**src/rtl/core/bc123_pkg.sv**
```systemverilog
// shared types, register codes and divide helpers for the block decoder
`timescale 1ns / 1ps
package bc123_pkg;

    localparam int DEFAULT_MAX_DIMENSION = 16384;
    localparam int CFG_ADDR_W            = 4;
    localparam int CFG_DATA_W            = 32;
    localparam int DIM_CFG_W             = 15;
    localparam int POS_W                 = 14;

    localparam logic [9:0]  RECIP3 = 10'd683;
    localparam logic [11:0] RECIP5 = 12'd3277;
    localparam logic [11:0] RECIP7 = 12'd2341;

    typedef enum logic [1:0] {
        FMT_BC1  = 2'd0,
        FMT_BC2  = 2'd1,
        FMT_BC3  = 2'd2,
        FMT_NONE = 2'd3
    } t_format;

    typedef enum logic [1:0] {
        REG_FORMAT = 2'd0,
        REG_WIDTH  = 2'd1,
        REG_HEIGHT = 2'd2
    } t_reg_index;

    typedef struct packed {
        logic [63:0] alpha_word;
        logic [63:0] color_word;
    } t_in_item;

    typedef struct packed {
        logic [POS_W-1:0] pixel_x;
        logic [POS_W-1:0] pixel_y;
        logic [31:0]      rgba_first;
        logic [31:0]      rgba_second;
        logic [31:0]      rgba_third;
        logic [31:0]      rgba_fourth;
        logic [3:0]       lane_valid;
        logic             last_of_block;
        logic             last_of_image;
    } t_out_item;

    typedef struct packed {
        logic [POS_W-1:0] x0;
        logic [POS_W-1:0] y0;
        logic [2:0]       rows;
        logic [3:0]       lane_valid;
        logic             last_block;
    } t_blk_pos;

    typedef logic [3:0][31:0] t_palette;
    typedef logic [7:0][7:0]  t_alpha_tab;

    // floor(x / 3) for x below 768
    function automatic logic [7:0] div3(input logic [9:0] x);
        logic [19:0] p;
        p = 20'(x) * 20'(RECIP3);
        return p[18:11];
    endfunction

    // floor(x / 5) for x below 1280
    function automatic logic [7:0] div5(input logic [10:0] x);
        logic [22:0] p;
        p = 23'(x) * 23'(RECIP5);
        return p[21:14];
    endfunction

    // floor(x / 7) for x below 1792
    function automatic logic [7:0] div7(input logic [10:0] x);
        logic [22:0] p;
        p = 23'(x) * 23'(RECIP7);
        return p[21:14];
    endfunction

endpackage

```
**src/rtl/core/bc1_bc2_bc3_block_decoder.sv**
```systemverilog
// the first row of a block passes from the input register through the table stage to the output register
// throughput: one row per cycle while the output is not stalled; a full block has four rows, clipped blocks fewer
// the row emitter sets the rate, the next block waits in the input register behind it
// input and table stages overlap emission, so blocks follow one another without gaps
// reset: pipeline empty, block counters zero, format bc1, image 1 x 1 pixels
`timescale 1ns / 1ps
module bc1_bc2_bc3_block_decoder #(
    parameter int MAX_DIMENSION = bc123_pkg::DEFAULT_MAX_DIMENSION
) (
    input  logic                             i_clk,
    input  logic                             i_rst_n,
    input  logic                             i_in_valid,
    output logic                             o_in_stall,
    input  bc123_pkg::t_in_item              i_in_item,
    output logic                             o_out_valid,
    input  logic                             i_out_stall,
    output bc123_pkg::t_out_item             o_out_item,
    input  logic                             psel,
    input  logic                             penable,
    input  logic                             pwrite,
    input  logic [bc123_pkg::CFG_ADDR_W-1:0] paddr,
    input  logic [bc123_pkg::CFG_DATA_W-1:0] pwdata,
    output logic [bc123_pkg::CFG_DATA_W-1:0] prdata,
    output logic                             pready
);
    import bc123_pkg::*;

    localparam int DW = $clog2(MAX_DIMENSION + 1);
    localparam int CW = $clog2((MAX_DIMENSION + 3) / 4 + 1);

    function automatic logic [DW-1:0] eff_dim(input logic [DIM_CFG_W-1:0] v);
        logic [31:0] e;
        e = 32'(v);
        if (e == 32'd0) begin
            e = 32'd1;
        end else if (e > 32'(MAX_DIMENSION)) begin
            e = 32'(MAX_DIMENSION);
        end
        return e[DW-1:0];
    endfunction

    function automatic logic [CW-1:0] block_count(input logic [DW-1:0] d);
        logic [DW:0] s;
        s = {1'b0, d} + (DW+1)'(3);
        return CW'(s >> 2);
    endfunction

    // configuration
    t_format                r_format;
    logic [DIM_CFG_W-1:0]   r_image_width;
    logic [DIM_CFG_W-1:0]   r_image_height;
    logic [DW-1:0]          r_w_eff;
    logic [DW-1:0]          r_h_eff;
    logic [CW-1:0]          r_bx_n;
    logic [CW-1:0]          r_by_n;
    logic                   w_cfg_wr;

    // block position
    logic [CW-1:0]          r_col;
    logic [CW-1:0]          r_brow;

    // input stage
    logic                   r_s1_valid;
    t_in_item               r_s1_item;
    t_blk_pos               r_s1_pos;
    t_blk_pos               n_s1_pos;

    // table stage
    logic                   r_s2_valid;
    t_palette               r_s2_pal;
    t_alpha_tab             r_s2_atab;
    logic [63:0]            r_s2_aw;
    logic [31:0]            r_s2_cidx;
    t_blk_pos               r_s2_pos;
    logic [1:0]             r_row;
    t_palette               w_pal;
    t_alpha_tab             w_atab;

    // output register
    logic                   r_out_valid;
    t_out_item              r_out_item;
    t_out_item              n_out_item;

    logic                   w_s1_load;
    logic                   w_s2_load;
    logic                   w_out_load;
    logic                   w_row_last;
    logic                   w_s2_done;
    logic [DW-1:0]          w_x0;
    logic [DW-1:0]          w_y0;
    logic [DW-1:0]          w_rem_w;
    logic [DW-1:0]          w_rem_h;
    logic [3:0][31:0]       w_px;

    assign pready   = 1'b1;
    assign w_cfg_wr = psel && penable && pwrite;

    always_comb begin
        case (t_reg_index'(paddr[3:2]))
            REG_FORMAT: prdata = CFG_DATA_W'(r_format);
            REG_WIDTH:  prdata = CFG_DATA_W'(r_image_width);
            REG_HEIGHT: prdata = CFG_DATA_W'(r_image_height);
            default:    prdata = '0;
        endcase
    end

    // handshake between stages
    assign w_row_last = ({1'b0, r_row} + 3'd1) == r_s2_pos.rows;
    assign w_out_load = r_s2_valid && (!r_out_valid || !i_out_stall);
    assign w_s2_done  = w_out_load && w_row_last;
    assign w_s2_load  = r_s1_valid && (!r_s2_valid || w_s2_done);
    assign o_in_stall = r_s1_valid && !w_s2_load;
    assign w_s1_load  = i_in_valid && !o_in_stall;

    // placement of the block being taken
    always_comb begin
        w_x0    = DW'({r_col, 2'b00});
        w_y0    = DW'({r_brow, 2'b00});
        w_rem_w = r_w_eff - w_x0;
        w_rem_h = r_h_eff - w_y0;
        n_s1_pos.x0   = POS_W'(w_x0);
        n_s1_pos.y0   = POS_W'(w_y0);
        n_s1_pos.rows = (w_rem_h >= DW'(4)) ? 3'd4 : w_rem_h[2:0];
        for (int k = 0; k < 4; k++) begin
            n_s1_pos.lane_valid[k] = w_rem_w > DW'(k);
        end
        n_s1_pos.last_block = (r_col + CW'(1) == r_bx_n) && (r_brow + CW'(1) == r_by_n);
    end

    always_ff @(posedge i_clk) begin
        if (!i_rst_n) begin
            r_format       <= FMT_BC1;
            r_image_width  <= DIM_CFG_W'(1);
            r_image_height <= DIM_CFG_W'(1);
            r_w_eff        <= DW'(1);
            r_h_eff        <= DW'(1);
            r_bx_n         <= CW'(1);
            r_by_n         <= CW'(1);
            r_col          <= '0;
            r_brow         <= '0;
        end else if (w_cfg_wr) begin
            case (t_reg_index'(paddr[3:2]))
                REG_FORMAT: begin
                    r_format <= t_format'(pwdata[1:0]);
                end
                REG_WIDTH: begin
                    r_image_width <= pwdata[DIM_CFG_W-1:0];
                    r_w_eff       <= eff_dim(pwdata[DIM_CFG_W-1:0]);
                    r_bx_n        <= block_count(eff_dim(pwdata[DIM_CFG_W-1:0]));
                    r_col         <= '0;
                    r_brow        <= '0;
                end
                REG_HEIGHT: begin
                    r_image_height <= pwdata[DIM_CFG_W-1:0];
                    r_h_eff        <= eff_dim(pwdata[DIM_CFG_W-1:0]);
                    r_by_n         <= block_count(eff_dim(pwdata[DIM_CFG_W-1:0]));
                    r_col          <= '0;
                    r_brow         <= '0;
                end
                default: begin
                end
            endcase
        end else if (w_s1_load) begin
            if (r_col + CW'(1) == r_bx_n) begin
                r_col  <= '0;
                r_brow <= (r_brow + CW'(1) == r_by_n) ? '0 : r_brow + CW'(1);
            end else begin
                r_col <= r_col + CW'(1);
            end
        end
    end

    bc123_tables u_tables (
        .i_c0        (r_s1_item.color_word[15:0]),
        .i_c1        (r_s1_item.color_word[31:16]),
        .i_a0        (r_s1_item.alpha_word[7:0]),
        .i_a1        (r_s1_item.alpha_word[15:8]),
        .i_punch     (r_format == FMT_BC1),
        .o_palette   (w_pal),
        .o_alpha_tab (w_atab)
    );

    always_ff @(posedge i_clk) begin
        if (!i_rst_n) begin
            r_s1_valid  <= 1'b0;
            r_s2_valid  <= 1'b0;
            r_row       <= '0;
            r_out_valid <= 1'b0;
        end else begin
            if (w_s1_load) begin
                r_s1_valid <= 1'b1;
            end else if (w_s2_load) begin
                r_s1_valid <= 1'b0;
            end
            if (w_s2_load) begin
                r_s2_valid <= 1'b1;
                r_row      <= '0;
            end else begin
                if (w_s2_done) begin
                    r_s2_valid <= 1'b0;
                end
                if (w_out_load) begin
                    r_row <= r_row + 2'd1;
                end
            end
            if (w_out_load) begin
                r_out_valid <= 1'b1;
            end else if (!i_out_stall) begin
                r_out_valid <= 1'b0;
            end
        end
    end

    always_ff @(posedge i_clk) begin
        if (w_s1_load) begin
            r_s1_item <= i_in_item;
            r_s1_pos  <= n_s1_pos;
        end
        if (w_s2_load) begin
            r_s2_pal  <= w_pal;
            r_s2_atab <= w_atab;
            r_s2_aw   <= r_s1_item.alpha_word;
            r_s2_cidx <= r_s1_item.color_word[63:32];
            r_s2_pos  <= r_s1_pos;
        end
        if (w_out_load) begin
            r_out_item <= n_out_item;
        end
    end

    // pixels of the current row
    always_comb begin
        logic [7:0]  cidx_row;
        logic [15:0] nib_row;
        logic [11:0] aidx_row;
        logic [1:0]  cidx;
        logic [3:0]  nib;
        logic [2:0]  aidx;
        logic [31:0] px;
        cidx_row = r_s2_cidx[8*r_row +: 8];
        nib_row  = r_s2_aw[16*r_row +: 16];
        aidx_row = r_s2_aw[16 + 12*r_row +: 12];
        for (int k = 0; k < 4; k++) begin
            cidx = cidx_row[2*k +: 2];
            nib  = nib_row[4*k +: 4];
            aidx = aidx_row[3*k +: 3];
            px   = r_s2_pal[cidx];
            case (r_format)
                FMT_BC1: px = r_s2_pal[cidx];
                FMT_BC2: px = {nib, nib, r_s2_pal[cidx][23:0]};
                FMT_BC3: px = {r_s2_atab[aidx], r_s2_pal[cidx][23:0]};
                default: px = '0;
            endcase
            w_px[k] = r_s2_pos.lane_valid[k] ? px : 32'd0;
        end
        n_out_item.pixel_x       = r_s2_pos.x0;
        n_out_item.pixel_y       = r_s2_pos.y0 + POS_W'(r_row);
        n_out_item.rgba_first    = w_px[0];
        n_out_item.rgba_second   = w_px[1];
        n_out_item.rgba_third    = w_px[2];
        n_out_item.rgba_fourth   = w_px[3];
        n_out_item.lane_valid    = r_s2_pos.lane_valid;
        n_out_item.last_of_block = w_row_last;
        n_out_item.last_of_image = w_row_last && r_s2_pos.last_block;
    end

    assign o_out_valid = r_out_valid;
    assign o_out_item  = r_out_item;

`ifndef SYNTH
    a_row_in_block: assert property (@(posedge i_clk) disable iff (!i_rst_n)
        r_s2_valid |-> ({1'b0, r_row} < r_s2_pos.rows))
        else $error("row counter past the rows of the block");

    a_counters_in_image: assert property (@(posedge i_clk) disable iff (!i_rst_n)
        (r_col < r_bx_n) && (r_brow < r_by_n))
        else $error("block counters outside the image");

    a_image_end_is_block_end: assert property (@(posedge i_clk) disable iff (!i_rst_n)
        o_out_valid && o_out_item.last_of_image |-> o_out_item.last_of_block)
        else $error("image end flagged on a row that does not end its block");

    a_first_lane_inside: assert property (@(posedge i_clk) disable iff (!i_rst_n)
        o_out_valid |-> o_out_item.lane_valid[0])
        else $error("row item with its first lane outside the image");

    a_block_done_frees_stage: assert property (@(posedge i_clk) disable iff (!i_rst_n)
        w_s2_done && !w_s2_load |=> !r_s2_valid)
        else $error("table stage still busy after its last row");
`endif

endmodule

```
**src/rtl/core/bc123_tables.sv**
```systemverilog
// colour palette and alpha table of one block
`timescale 1ns / 1ps
module bc123_tables (
    input  logic [15:0]           i_c0,
    input  logic [15:0]           i_c1,
    input  logic [7:0]            i_a0,
    input  logic [7:0]            i_a1,
    input  logic                  i_punch,
    output bc123_pkg::t_palette   o_palette,
    output bc123_pkg::t_alpha_tab o_alpha_tab
);
    import bc123_pkg::*;

    logic [2:0][7:0]  w_e0;
    logic [2:0][7:0]  w_e1;
    logic [2:0][7:0]  w_mid2;
    logic [2:0][7:0]  w_mid3;
    logic             w_four;
    logic [5:0][10:0] w_sum7;
    logic [3:0][10:0] w_sum5;

    // endpoints widen by a plain shift
    always_comb begin
        w_e0[0] = {i_c0[15:11], 3'b000};
        w_e0[1] = {i_c0[10:5], 2'b00};
        w_e0[2] = {i_c0[4:0], 3'b000};
        w_e1[0] = {i_c1[15:11], 3'b000};
        w_e1[1] = {i_c1[10:5], 2'b00};
        w_e1[2] = {i_c1[4:0], 3'b000};
        w_four  = i_c0 > i_c1;
        for (int j = 0; j < 3; j++) begin
            if (w_four) begin
                w_mid2[j] = div3({1'b0, w_e0[j], 1'b0} + {2'b00, w_e1[j]} + 10'd1);
                w_mid3[j] = div3({2'b00, w_e0[j]} + {1'b0, w_e1[j], 1'b0} + 10'd1);
            end else begin
                w_mid2[j] = 8'(({1'b0, w_e0[j]} + {1'b0, w_e1[j]}) >> 1);
                w_mid3[j] = 8'd0;
            end
        end
        o_palette[0] = {8'hFF, w_e0[2], w_e0[1], w_e0[0]};
        o_palette[1] = {8'hFF, w_e1[2], w_e1[1], w_e1[0]};
        o_palette[2] = {8'hFF, w_mid2[2], w_mid2[1], w_mid2[0]};
        o_palette[3] = {((w_four || !i_punch) ? 8'hFF : 8'h00),
                        w_mid3[2], w_mid3[1], w_mid3[0]};
    end

    // interpolated alpha, seven-step or five-step with the fixed ends
    always_comb begin
        for (int i = 0; i < 6; i++) begin
            w_sum7[i] = 11'(6 - i) * {3'b000, i_a0} + 11'(1 + i) * {3'b000, i_a1} + 11'd3;
        end
        for (int i = 0; i < 4; i++) begin
            w_sum5[i] = 11'(4 - i) * {3'b000, i_a0} + 11'(1 + i) * {3'b000, i_a1} + 11'd2;
        end
        o_alpha_tab[0] = i_a0;
        o_alpha_tab[1] = i_a1;
        if (i_a0 > i_a1) begin
            for (int i = 0; i < 6; i++) begin
                o_alpha_tab[2 + i] = div7(w_sum7[i]);
            end
        end else begin
            for (int i = 0; i < 4; i++) begin
                o_alpha_tab[2 + i] = div5(w_sum5[i]);
            end
            o_alpha_tab[6] = 8'h00;
            o_alpha_tab[7] = 8'hFF;
        end
    end

endmodule
```
**config.mk**
```make
export PLATFORM = sky130hd
export DESIGN_NAME = bc1_bc2_bc3_block_decoder
export DESIGN_NICKNAME = d
export VERILOG_FILES = /design/src/rtl/core/bc123_pkg.sv /design/src/rtl/core/bc1_bc2_bc3_block_decoder.sv /design/src/rtl/core/bc123_tables.sv
export SDC_FILE = /design/constraint.sdc
export NUM_CORES = 2
export LEC_CHECK = 0
export BUFFER_PORTS_ARGS = -buffer_cell sky130_fd_sc_hd__buf_2
export CORE_MARGIN = 8
export CORE_UTILIZATION = 35
export CTS_BUF_LIST = sky130_fd_sc_hd__clkbuf_4
export CTS_CLUSTER_SIZE = 25
export DETAILED_ROUTE_END_ITERATION = 8
export PLACE_DENSITY = 0.61
export RECOVER_POWER = 50
export SYNTH_ARGS = -nofsm -noshare
export SYNTH_HDL_FRONTEND = slang
export SYNTH_HIERARCHICAL = 1
export SYNTH_SLANG_ARGS = --single-unit
```
**constraint.sdc**
```tcl
create_clock -name i_clk -period 30.2 [get_ports i_clk]
set_clock_uncertainty 0.15 [all_clocks]
set_input_delay 1.51 -clock i_clk [delete_from_list [all_inputs] [get_ports i_clk]]
set_output_delay 1.51 -clock i_clk [all_outputs]
set_load 0.005 [all_outputs]
```
[Word-level counts from Yosys, hierarchy flattened]
Index checks and enable logic that the tools add are counted.
Cells by class
  add/subtract/negate cells: 45
  magnitude comparators: 16
  shifts and indexed selects: 3
  equal/unequal tests: 9
  multiplexer cells: 48
  bitwise gates (word level): 1
  reductions and logical operators: 32
  divide/modulo/power cells: 0
  $mul: 23
Operators by type and width (number)
  32-bit one-hot mux with 3 select lines: 4
  32-bit binary-select mux with 2-bit select: 4
  11-bit by 12-bit multiplier with 22-bit output, second input constant: 10
  32-bit 2-to-1 mux: 5
  15-bit 2-to-1 mux: 8
  10-bit by 10-bit multiplier with 19-bit output, second input constant: 6
  11-bit by 2-bit adder with 11-bit output, second input constant: 10
  13-bit 2-to-1 mux: 8
  8-bit binary-select mux with 3-bit select: 4
  8-bit 2-to-1 mux: 8
  64-bit by 7-bit indexed part select with 16-bit output: 1
  64-bit by 8-bit indexed part select with 12-bit output: 1
  10-bit by 1-bit adder with 10-bit output, second input constant: 6
  15-bit one-hot mux with 3 select lines: 1
  2-bit by 8-bit multiplier with 10-bit output, first input constant: 4
  32-bit by 6-bit indexed part select with 8-bit output: 1
  15-bit by 2-bit adder with 15-bit output, second input constant: 2
  8-bit by 9-bit adder with 10-bit output: 3
  9-bit by 8-bit adder with 10-bit output: 3
  15-bit by 1-bit greater-than comparator with 1-bit output, second input constant: 2
  15-bit by 2-bit greater-than comparator with 1-bit output, second input constant: 2
  15-bit subtractor: 2
  8-bit by 8-bit adder with 9-bit output: 3
  13-bit by 1-bit adder with 13-bit output, second input constant: 2
  other kinds (38): 77
Storage, ports and cells
  bits in read-only memories: 0
  output and inout port bits: 197
  logic and storage cells: 226
  bits in latches: 0
  bits of input ports: 171
  memories kept: 0
  RAM bits: 0
  register bits after elaboration: 719

[Depth between registers and ports, before layout]
  depth after elaboration: 12
  depth in mapped cells: 35
  depth with buffers taken out: 35

[Cells and area by module]
Netlist, hierarchy kept.
Modules (own cells, without submodules)
  bc1_bc2_bc3_block_decoder: cells each 2249, area an instance 33995.1 µm², times used 1
  bc123_tables: cells each 3667, area an instance 32797.7 µm², times used 1

[Worst setup path after synthesis]
No wires, ideal clock.
  kind: input-to-reg
  start: in i_out_stall
  end: reg r_col[12]
  setup time: 0.117 ns
  path slack: 12.930 ns
  stages: 8
  required time: 29.933 ns
  arrival time: 17.004 ns
  cells stage by stage: nand2_1 a41oi_1 a21boi_0 mux2i_1 nor3_1 or3b_2 xor2_1 nor2_1
On the way
  cells in the longest elaborated chain, start to end: 12
RTL lines
  from (decl): RTL line bc1_bc2_bc3_block_decoder.sv:16  | input logic i_out_stall,
  1-bit zero test
  1-bit logical OR: RTL line bc1_bc2_bc3_block_decoder.sv:109  | assign w_out_load = r_s2_valid && (!r_out_valid || !i_out_stall);
  1-bit logical AND: RTL line bc1_bc2_bc3_block_decoder.sv:109
  1-bit logical AND: RTL line bc1_bc2_bc3_block_decoder.sv:110  | assign w_s2_done = w_out_load && w_row_last;
  1-bit logical OR: RTL line bc1_bc2_bc3_block_decoder.sv:111  | assign w_s2_load = r_s1_valid && (!r_s2_valid || w_s2_done);
  1-bit logical AND: RTL line bc1_bc2_bc3_block_decoder.sv:111
  1-bit zero test: RTL line bc1_bc2_bc3_block_decoder.sv:112  | assign o_in_stall = r_s1_valid && !w_s2_load;
  1-bit logical AND: RTL line bc1_bc2_bc3_block_decoder.sv:112
  1-bit zero test: RTL line bc1_bc2_bc3_block_decoder.sv:113  | assign w_s1_load = i_in_valid && !o_in_stall;
  1-bit logical AND: RTL line bc1_bc2_bc3_block_decoder.sv:113
  via w_s1_load: RTL line bc1_bc2_bc3_block_decoder.sv:84  | logic w_s1_load;
  2-bit nonzero test (no line)
  2-bit AND reduction (no line)
  to (signal assigned): RTL line bc1_bc2_bc3_block_decoder.sv:168  | r_col <= r_col + CW'(1);
  to (decl): RTL line bc1_bc2_bc3_block_decoder.sv:59  | logic [CW-1:0] r_col;
The timed path passes the listed nets, and every way through them passes these cells.
A chain may end at the register's enable or synchronous reset.

==> results.py <==
metrics = {
    "placement": {
        "dpl.hpwl_um": 138000,
        "io_buffer_count": 328,
        "dp_cells": 8608,
        "placed_cell_area_um2": 70800,
        "place_congestion": 0.917,
    },
    "cts": {
        "postCtsSetupRepairBufs": 0,
        "cts_tree": "done",
        "clock_latency_ns": 1.21,
        "cts_max_level": 4,
        "post_cts_resize_count": 0,
        "cts_buffers": 191,
        "postCtsHoldBufs": 0,
        "clockRootBuffer": "clkbuf_4",
        "cts_max_path_buffers": 3,
        "clkTransAtPathRegs_ns": 0.07,
        "clock_sinks": 759,
    },
    "global_routing": {
        "grt-ovfl-total": 0,
        "grt_max_degree": 157,
        "antenna_found_initial": 8,
        "grt_pass1_vias": 46756,
        "grt_first_pass_wirelength_um": 273000,
        "grt_usage_pct": 17.1,
    },
    "detailed_routing": {
        "ant_nets": 0,
        "vias_per_cell": 5.11,
        "drc_errors": 0,
        "post_drt_wl_per_cell_um": 20.0,
        "via_count": 45705,
        "drt_iter0_drc": 2764,
        "dr.pass1.iters": 8,
        "drt_wl_total_um": 179000,
    },
    "cells_and_area": {
        "fillers": 18436,
        "stdcell_area_um2": 73200,
        "final_nets": 7948,
        "syn2layout_area_growth_pct": 9.52,
        "layout_commonest_cell": "ha_1",
        "layout_common_cells": "1,158 x ha_1, 802 x inv_1, 640 x edfxtp_1",
        "final_cells": 8951,
        "drive_above_1_share_pct": 13.4,
        "utilization_pct": 38.5,
    },
    "die": {
        "core_um2": 190000,
        "rows": 160,
        "dieArea_um2": 205000,
        "pin_count": 368,
        "start_util_pct": 35.2,
        "dieWidth_um": 453,
        "die_y_um": 453,
    },
    "synth": {
        "yosysSeqAreaShare_pct": 32.3,
        "synth_top_area_share_pct": 28.8,
        "synth_warnings": 6,
        "synth.distinct_cells": 88,
        "ys_top_cells_by_area": "edfxtp_1 29%, ha_1 22%, fa_1 9.9%",
        "async_flop_share_pct": 0,
        "synth_top_area_cell": "edfxtp_1",
        "syn_avg_cell_area_um2": 11.3,
        "synth_area_um2": 66800,
        "synth_ff_type": "edfxtp_1",
        "synth_seq_cells": 759,
        "synth-edff-count": 640,
        "synthCells": 5916,
    },
    "sta": {
        "tns_ns": 0,
        "finalCritPeriodShare_pct": 34.4,
        "relSlewSlack_pct": -142,
        "rsz0062_at_grt": "false",
        "slew_viol_final": 706,
        "period_needed_ns": 10.38,
        "fmax_mhz": 96.3,
        "tightest_slew_ns": 3.63,
        "hold_viol": 0,
        "setup_viol": 0,
    },
    "setup_path": {
        "cp_max_fo": 15,
        "critical-path-max-stage-delay_ns": 1.22,
        "required_ns": 30.89,
        "crit_family": "adder cells",
        "crit_buf_inv": 4,
        "path_class": "reg -> reg",
        "crit_cells": 32,
        "critPathLaunchType": "flop",
        "r2r_cells": 32,
        "crit_top_cell": "fa_1",
        "crit_path_end_kind": "flop",
        "worstPathArrival_ns": 11.07,
        "critPathSlowestCell": "clkbuf_1",
    },
    "outcome": {
        "outcome": "complete, but fails checks",
        "violations": "max-capacitance violations, max-slew violations",
    },
    "hold_path": {
        "min_delay_path_depth": 0,
        "hp-class": "reg -> reg",
    },
    "job": {
        "drv_cap": 25,
    },
}
[stage by stage]
stage,hold WS (ns),setup slack [ns]
floorplan,0.250,12.93
global placement,0.251,21.23
detailed placement,0.255,21.01
CTS,0.159,20.94
global route,0.177,19.30
finish,0.191,19.82
[cells in the mapped netlist (69+ instances only)]
master    number
ha_1        1158
inv_1        802
edfxtp_1     640
fa_1         329
nand2_1      274
nor2_1       270
a21oi_1      228
xnor2_1      205
mux4_2       196
nor2b_1      146
o21ai_0      141
dfxtp_1      119
buf_4        116
xor2_1       103
nor3_1        91
a21boi_0      89
clkbuf_1      85
a21o_1        76
and2_1        69
[registers in the layout, indices dropped and copies added (netlist names), 15 cells and up]
register and cells:
r_s2_atab 64, n_out_item 16, r_s1_item 128, r_s2_cidx 32, r_s2_pos 16, o_out_item 160
r_w_eff 15, r_s2_pal 128, r_s2_aw 64, r_h_eff 15, r_image_height 15, r_image_width 15
r_s1_pos 32
[cell families after synthesis]
logic type | count (synthesis) | share of synthesized area (%)
fa+ha+maj | 1487 | 31.6
compound gates | 885 | 8.77
flops | 759 | 32.3
other cells | 4 | 0.0225
simple gates | 1116 | 8.35
xor+xnor | 311 | 4.14
mux | 293 | 8.12
buf+inv | 1061 | 6.70
[area by class of cell]
cell class,count,area (µm²),share of cell area [%]
Inverter,802,3010,4.12
Timing Repair Buffer,384,1890,2.58
Sequential cell,759,21600,29.5
Multi-Input combinational cell,4152,41000,56.0
Antenna cell,5,12.5,0.0171
Tap cell,2511,3140,4.29
Clock buffer,274,2060,2.81
Clock inverter,64,469,0.641
[metal layers]
| layer | global-route usage [%] | wire (µm) | up-vias |
|---|---|---|---|
| met5 | 0 | 12 | - |
| met4 | 9.44 | 11400 | 2 |
| met3 | 2.18 | 7290 | 360 |
| met2 | 29.9 | 88300 | 1086 |
| met1 | 20.3 | 72300 | 22416 |
| li1 | - | - | 21841 |
[path summary, 6_finish.rpt]
check	endpoint	start	slack, ns
worst min-delay path	r_s2_aw[34]	r_s1_item[98]	0.19
worst min register to register	r_s2_aw[34]	r_s1_item[98]	0.19
worst max register to register	r_s2_atab[31]	r_s1_item[65]	19.82
worst max-delay path	r_s2_atab[31]	r_s1_item[65]	19.82
Power is left out: the tool's default activity adds up to more than one toggle a clock period on the data nets, which glitch-free logic cannot reach.
